--- src/sv/tdf_pkg.sv ---
`default_nettype none

package tdf_pkg;

	localparam int unsigned FIRST_DIVISOR = 2;

	typedef struct packed {
		logic busy;
		logic done;
	} tdf_div_sts_t;

endpackage

`default_nettype wire

--- src/sv/tdf_div.sv ---
`default_nettype none

module tdf_div
	import tdf_pkg::*;
#(
	parameter int unsigned WIDTH = 31
) (
	input  wire logic             clk,
	input  wire logic             arst_n,
	input  wire logic             start,
	input  wire logic [WIDTH-1:0] dividend,
	input  wire logic [WIDTH-1:0] divisor,
	output tdf_div_sts_t          sts,
	output logic      [WIDTH-1:0] quotient,
	output logic      [WIDTH-1:0] remainder
);

	localparam int unsigned CNT_W = $clog2(WIDTH + 1);

	logic [WIDTH-1:0] part_q;
	logic [WIDTH-1:0] quo_q;
	logic [WIDTH-1:0] dvs_q;
	logic [CNT_W-1:0] cnt_q;
	logic             busy_q;
	logic             done_q;

	logic [WIDTH:0]   shifted;
	logic             ge;

	assign shifted = {part_q, quo_q[WIDTH-1]};
	assign ge      = shifted >= {1'b0, dvs_q};

	always_ff @(posedge clk or negedge arst_n) begin
		if (!arst_n) begin
			busy_q <= 1'b0;
			done_q <= 1'b0;
			cnt_q  <= '0;
		end else begin
			done_q <= 1'b0;
			if (start) begin
				busy_q <= 1'b1;
				cnt_q  <= CNT_W'(WIDTH);
			end else if (busy_q) begin
				cnt_q <= cnt_q - 1'b1;
				if (cnt_q == CNT_W'(1)) begin
					busy_q <= 1'b0;
					done_q <= 1'b1;
				end
			end
		end
	end

	always_ff @(posedge clk) begin
		if (start) begin
			part_q <= '0;
			quo_q  <= dividend;
			dvs_q  <= divisor;
		end else if (busy_q) begin
			part_q <= ge ? WIDTH'(shifted - {1'b0, dvs_q}) : shifted[WIDTH-1:0];
			quo_q  <= {quo_q[WIDTH-2:0], ge};
		end
	end

	assign sts.busy  = busy_q;
	assign sts.done  = done_q;
	assign quotient  = quo_q;
	assign remainder = part_q;

endmodule

`default_nettype wire

--- src/sv/trial_division_factorizer_core.sv ---
`default_nettype none

// Prime factorizer by trial division. Each accepted value is split into its
// prime factors, sent out one item each in ascending order with repeats;
// the final item of a run has last set. Values 0 and 1 give one item with
// factor 0 and no_factor set. Every trial divisor goes through one shared
// restoring divider that yields one quotient bit per cycle; trials run from
// 2 up to the square root of the remaining value. A large prime at the
// default width needs about 46341 trials. A new value is taken only once the
// previous run has handed its last item to the output register.
module trial_division_factorizer_core
	import tdf_pkg::*;
#(
	parameter int unsigned VALUE_WIDTH = 31
) (
	input  wire logic                   clk,
	input  wire logic                   arst_n,
	input  wire logic                   in_valid,
	output logic                        in_ready,
	input  wire logic [VALUE_WIDTH-1:0] value,
	output logic                        out_valid,
	input  wire logic                   out_ready,
	output logic      [VALUE_WIDTH-1:0] factor,
	output logic                        no_factor,
	output logic                        last
);

	localparam logic [1:0] ST_IDLE   = 2'd0;
	localparam logic [1:0] ST_DIV    = 2'd1;
	localparam logic [1:0] ST_DECIDE = 2'd2;
	localparam logic [1:0] ST_TINY   = 2'd3;

	localparam logic [VALUE_WIDTH-1:0] FIRST_DIV = VALUE_WIDTH'(FIRST_DIVISOR);

	logic [1:0]             state_q;
	logic [VALUE_WIDTH-1:0] rem_q;
	logic [VALUE_WIDTH-1:0] div_q;
	logic [VALUE_WIDTH-1:0] factor_q;
	logic                   no_factor_q;
	logic                   last_q;
	logic                   out_valid_q;

	tdf_div_sts_t           div_sts;
	logic [VALUE_WIDTH-1:0] quo;
	logic [VALUE_WIDTH-1:0] rmd;
	logic                   div_start;
	logic [VALUE_WIDTH-1:0] div_dividend;
	logic [VALUE_WIDTH-1:0] div_divisor;

	logic                   out_free;
	logic                   stop;
	logic                   found;
	logic                   in_acc;
	logic                   load;
	logic [VALUE_WIDTH-1:0] load_factor;
	logic                   load_none;
	logic                   load_last;

	assign out_free = !out_valid_q || out_ready;
	assign stop     = div_q > quo;
	assign found    = rmd == '0;
	assign in_ready = state_q == ST_IDLE;
	assign in_acc   = in_valid && in_ready;

	always_comb begin
		div_start    = 1'b0;
		div_dividend = rem_q;
		div_divisor  = div_q + 1'b1;
		load         = 1'b0;
		load_factor  = rem_q;
		load_none    = 1'b0;
		load_last    = 1'b0;
		case (state_q)
			ST_IDLE: begin
				div_dividend = value;
				div_divisor  = FIRST_DIV;
				div_start    = in_valid && (value >= FIRST_DIV);
			end
			ST_DECIDE: begin
				if (stop) begin
					load      = out_free;
					load_last = 1'b1;
				end else if (found) begin
					div_dividend = quo;
					div_divisor  = div_q;
					div_start    = out_free;
					load         = out_free;
					load_factor  = div_q;
				end else begin
					div_start = 1'b1;
				end
			end
			ST_TINY: begin
				load        = out_free;
				load_factor = '0;
				load_none   = 1'b1;
				load_last   = 1'b1;
			end
			default: begin
			end
		endcase
	end

	tdf_div #(
		.WIDTH(VALUE_WIDTH)
	) u_div (
		.clk      (clk),
		.arst_n   (arst_n),
		.start    (div_start),
		.dividend (div_dividend),
		.divisor  (div_divisor),
		.sts      (div_sts),
		.quotient (quo),
		.remainder(rmd)
	);

	always_ff @(posedge clk or negedge arst_n) begin
		if (!arst_n) begin
			state_q     <= ST_IDLE;
			out_valid_q <= 1'b0;
		end else begin
			if (load) begin
				out_valid_q <= 1'b1;
			end else if (out_ready) begin
				out_valid_q <= 1'b0;
			end
			case (state_q)
				ST_IDLE: begin
					if (in_acc) begin
						state_q <= (value >= FIRST_DIV) ? ST_DIV : ST_TINY;
					end
				end
				ST_DIV: begin
					if (div_sts.done) begin
						state_q <= ST_DECIDE;
					end
				end
				ST_DECIDE: begin
					if (stop) begin
						if (out_free) begin
							state_q <= ST_IDLE;
						end
					end else if (div_start) begin
						state_q <= ST_DIV;
					end
				end
				ST_TINY: begin
					if (out_free) begin
						state_q <= ST_IDLE;
					end
				end
				default: begin
					state_q <= ST_IDLE;
				end
			endcase
		end
	end

	always_ff @(posedge clk) begin
		if (in_acc) begin
			rem_q <= value;
			div_q <= FIRST_DIV;
		end else if (state_q == ST_DECIDE && !stop && div_start) begin
			if (found) begin
				rem_q <= quo;
			end else begin
				div_q <= div_q + 1'b1;
			end
		end
		if (load) begin
			factor_q    <= load_factor;
			no_factor_q <= load_none;
			last_q      <= load_last;
		end
	end

	assign out_valid = out_valid_q;
	assign factor    = factor_q;
	assign no_factor = no_factor_q;
	assign last      = last_q;

	a_start_idle: assert property (@(posedge clk) disable iff (!arst_n)
		div_start |-> !div_sts.busy)
		else $error("divider started while busy");

	a_done_in_div: assert property (@(posedge clk) disable iff (!arst_n)
		div_sts.done |-> state_q == ST_DIV)
		else $error("divider result outside wait state");

	a_accept_leaves_idle: assert property (@(posedge clk) disable iff (!arst_n)
		in_acc |=> state_q != ST_IDLE)
		else $error("accepted item did not start a run");

	a_divisor_floor: assert property (@(posedge clk) disable iff (!arst_n)
		state_q == ST_DECIDE |-> div_q >= FIRST_DIV)
		else $error("trial divisor below first divisor");

	a_idle_quiet: assert property (@(posedge clk) disable iff (!arst_n)
		state_q == ST_IDLE |-> !div_sts.busy)
		else $error("divider busy while idle");

endmodule

`default_nettype wire
--- config.mk ---
export PLATFORM = sky130hd
export DESIGN_NAME = trial_division_factorizer_core
export DESIGN_NICKNAME = d
export VERILOG_FILES = /design/src/sv/tdf_pkg.sv /design/src/sv/tdf_div.sv /design/src/sv/trial_division_factorizer_core.sv
export SDC_FILE = /design/constraint.sdc
export NUM_CORES = 1
export LEC_CHECK = 0
export BUFFER_PORTS_ARGS = -buffer_cell sky130_fd_sc_hd__clkbuf_2
export CAP_MARGIN = 30
export CORE_MARGIN = 10
export CORE_UTILIZATION = 49
export CTS_CLUSTER_SIZE = 16
export DETAILED_ROUTE_END_ITERATION = 10
export GPL_TIMING_DRIVEN = 0
export HOLD_SLACK_MARGIN = 0.1
export PLACE_DENSITY = 0.69
export SETUP_SLACK_MARGIN = 0.4
export SKIP_CTS_REPAIR_TIMING = 1
export SYNTH_ARGS = -nofsm -noshare
export SYNTH_HDL_FRONTEND = slang
export SYNTH_SLANG_ARGS = --single-unit
--- constraint.sdc ---
create_clock -name clk -period 3.2 [get_ports clk]
set_input_delay 0 -clock clk [delete_from_list [all_inputs] [get_ports clk]]
set_output_delay 0 -clock clk [all_outputs]
set_load 0.02 [all_outputs]
==> results.sh <==
export IMPL_outcome="completed"
export IMPL_ys_ff_latch=198
export IMPL_gr_total_overflow=0
export IMPL_synth_seq_area_share=0.4288
export IMPL_dr_pass1_iters=5
export IMPL_grt_pass1_wl_mm=56.20
export IMPL_crit_fanout=32
export IMPL_syn_avg_cell_area_sq_um=9.305
export IMPL_port_buffers=69
export IMPL_area_growth_pct=21.51
export IMPL_insertion_delay_ns=0.47
export IMPL_synth_xor_area_frac=0.05411
export IMPL_num_vias=11140
export IMPL_synth_fp_nets=1423
export IMPL_mostFrequentLayoutCells="130 x nor2_1, 126 x edfxtp_1, 95 x o21ai_0"
export IMPL_ant_nets=0
export IMPL_cts_tree="yes"
export IMPL_worstSetupStartpointType="flip-flop"
export IMPL_fmax_ghz=0.3329
export IMPL_syn_area_sq_um=12300
export IMPL_cpPeakStageDelay_ns=0.46
export IMPL_crit_family="simple AND/OR/NAND/NOR gates"
export IMPL_gp_congestion=0.9334
export IMPL_fillers=2019
export IMPL_crit_buf_inv=5
export IMPL_cts_sinks=198
export IMPL_drtIter0Drc=1080
export IMPL_preCtsSetupSlack_ns=-0.5498
export IMPL_path_common_cell="buf_4"
export IMPL_hold_viol=0
export IMPL_synth_flop_cell="edfxtp_1"
export IMPL_dp_hpwl_mm=26.34
export IMPL_clk_path_buf_depth=2
export IMPL_drcViolationCount=0
export IMPL_drive_gt1_frac=0.1622
export IMPL_cp_slowest_cell="edfxtp_1"
export IMPL_start_util=0.5014
export IMPL_mostFrequentLayoutCell="nor2_1"
export IMPL_die_width_microns=178.4
export IMPL_irDropWorstVdd_mv=0.4760
export IMPL_period_share=0.9387
export IMPL_final_util=0.6093
export IMPL_synth_fa_ha_area_frac=0.06774
export IMPL_die_y_microns=178.4
export IMPL_root_buffer="clkbuf_16"
export IMPL_synth_simple_area_share=0.1491
export IMPL_grt_pass1_vias=10220
export IMPL_coreArea_sq_um=24530
export IMPL_r2r_slack_ns=0.20
export IMPL_crit_chain="inv_2 > ha_4 > nand4_1 > buf_6 > nor3_2 > nand2_1 > o211ai_1 > buf_4 > and2_4 > nor4_4 > buf_4 > nand2b_1 > nor2_4 > buf_12"
export IMPL_wl_per_cell_microns=21.19
export IMPL_setup_viol=0
export IMPL_finalSetupTns_ns=0
export IMPL_end_kind="flip-flop"
export IMPL_via_per_inst=6.132
export IMPL_cap_violations=0
export IMPL_grt_total_usage=0.2226
export IMPL_postLayoutSetupSlackWorst_ns=0.1961
export IMPL_cp_arrival_ns=3.16
export IMPL_rows=57
export IMPL_fin_skew_ns=0.02200
export IMPL_timing_final_crit_period_ns=3.004
export IMPL_leakagePower_uw=0.005993
export IMPL_tightest_slew_ns=0.9314
export IMPL_antennaDiodeCount=0
export IMPL_ys_async_sr_fraction=0.05051
export IMPL_dieArea_sq_um=31840
export IMPL_worstPathRequired_ns=3.36
export IMPL_synthCells=1322
export IMPL_grt_max_degree=41
export IMPL_slew_viol_final=0
export IMPL_total_power_uw=12970
export IMPL_maxSlewHeadroom=0.3791
export IMPL_grt_antenna_before_repair=0
export IMPL_critical_path_class="flip-flop to flip-flop"
export IMPL_synth_edf_count=126
export IMPL_worstHoldPathType="input port to flip-flop"
export IMPL_synth_compound_area_frac=0.2021
export IMPL_rsz0062_at_grt="yes"
export IMPL_synth_top_family_by_area="compound AO/OA/AOI/OAI gates"
export IMPL_htree_levels=4
export IMPL_wl_mm=38.48
export IMPL_p_per_area_nw_per_um2=867.4
export IMPL_clk_pin_slew_ns=0.09
export IMPL_muxShareOfSynthArea=0.04821
export IMPL_synth_cell_types=72
export IMPL_fin_nets=1580
export IMPL_ys_warnings_count=0
export IMPL_io_pins=70
export IMPL_cts_buffers=17
-- power by group --
part	switching [uW]	internal [uW]
combinational	3580	2640
sequential	659	3690
clock	1220	1170
-- stage by stage --
| step | hold slack [ns] | cells | cell area [sq um] |
|---|---|---|---|
| 6_report | 0.3780 | 1816 | 14950 |
| 5_1_grt | 0.4153 | 1816 | 14950 |
| 4_1_cts | -0.5858 | 1747 | 13720 |
| 3_5_place_dp | -0.1069 | 1715 | 13070 |
| 3_3_place_gp | -0.1089 | 1715 | 13070 |
| 2_1_floorplan | -0.2956 | 1322 | 12320 |
-- layout make-up --
type,instances,area [sq um],share of cell area
buffer,79,455.4,0.03047
clock buffer,17,425.4,0.02846
clock inverter,15,230.2,0.01540
inverter,81,306.5,0.02051
multi-input combinational,967,6820,0.4563
sequential,198,5279,0.3531
tap,324,405.4,0.02712
timing repair buffer,135,1026,0.06864
-- kinds of logic after synthesis --
| family | after synthesis |
|---|---|
| flip-flops | 198 |
| AO/OA/AOI/OAI | 379 |
| XOR/XNOR | 76 |
| buffers and inverters | 160 |
| multiplexers | 59 |
| AND/OR/NAND/NOR | 384 |
| adder cells (fa/ha/maj) | 66 |
-- layer usage --
layer	global-route usage	vias to the layer above	share of wire
met5	0	-	0
met4	0.07441	0	0.027
met3	0.04123	86	0.073
met2	0.3622	498	0.48
met1	0.2922	5336	0.42
li1	-	5216	-
-- registers in the layout, indices dropped and copies added (netlist names) --
signal and count:
out_valid 1, u_div.quotient 31, div_q 31, u_div.busy_q 1, factor 31, last 1
u_div.cnt_q 5, u_div.dvs_q 31, state_q 2, u_div.remainder 31, rem_q 31, u_div.done_q 1
no_factor 1
-- tightest hold or removal path: stages --
cell	delay, ns
clkbuf_2	0.08
nor4_1	0.07
nand4_1	0.15
nor2_1	0.14
a311oi_1	0.28
a21oi_1	0.06
-- path summary, 6_finish.rpt --
check,from,to,cells past startpoint
max,u_div.quotient[30],factor[10],14
min,value[13],state_q[1],6
max reg2reg,u_div.quotient[30],factor[10],14
min reg2reg,u_div.remainder[30],u_div.remainder[30],2
max in group asynchronous,arst_n,u_div.cnt_q[2],3
min in group asynchronous,arst_n,state_q[1],3
-- synthesized netlist by cell type, drive strengths merged, types with 12 or more instances --
master / instances / area [sq um]
nor2: 137 / 516.8
edfxtp: 126 / 3784
o21ai: 101 / 509.2
a21oi: 93 / 465.5
nand2: 88 / 330.3
inv: 80 / 300.3
clkbuf: 66 / 249.0
ha: 65 / 813.3
dfxtp: 62 / 1241
xor2: 59 / 516.8
mux2i: 57 / 570.6
nand3: 37 / 185.2
a22oi: 33 / 247.7
o2bb2ai: 30 / 262.8
o221ai: 27 / 236.5
nand4: 25 / 156.4
a211oi: 23 / 172.7
nor4: 20 / 146.4
xnor2: 17 / 148.9
and2: 16 / 100.1
nor3: 15 / 75.07
buf: 13 / 61.31
a21o: 12 / 90.09
No activity file was read; power rests on OpenSTA's default activity.
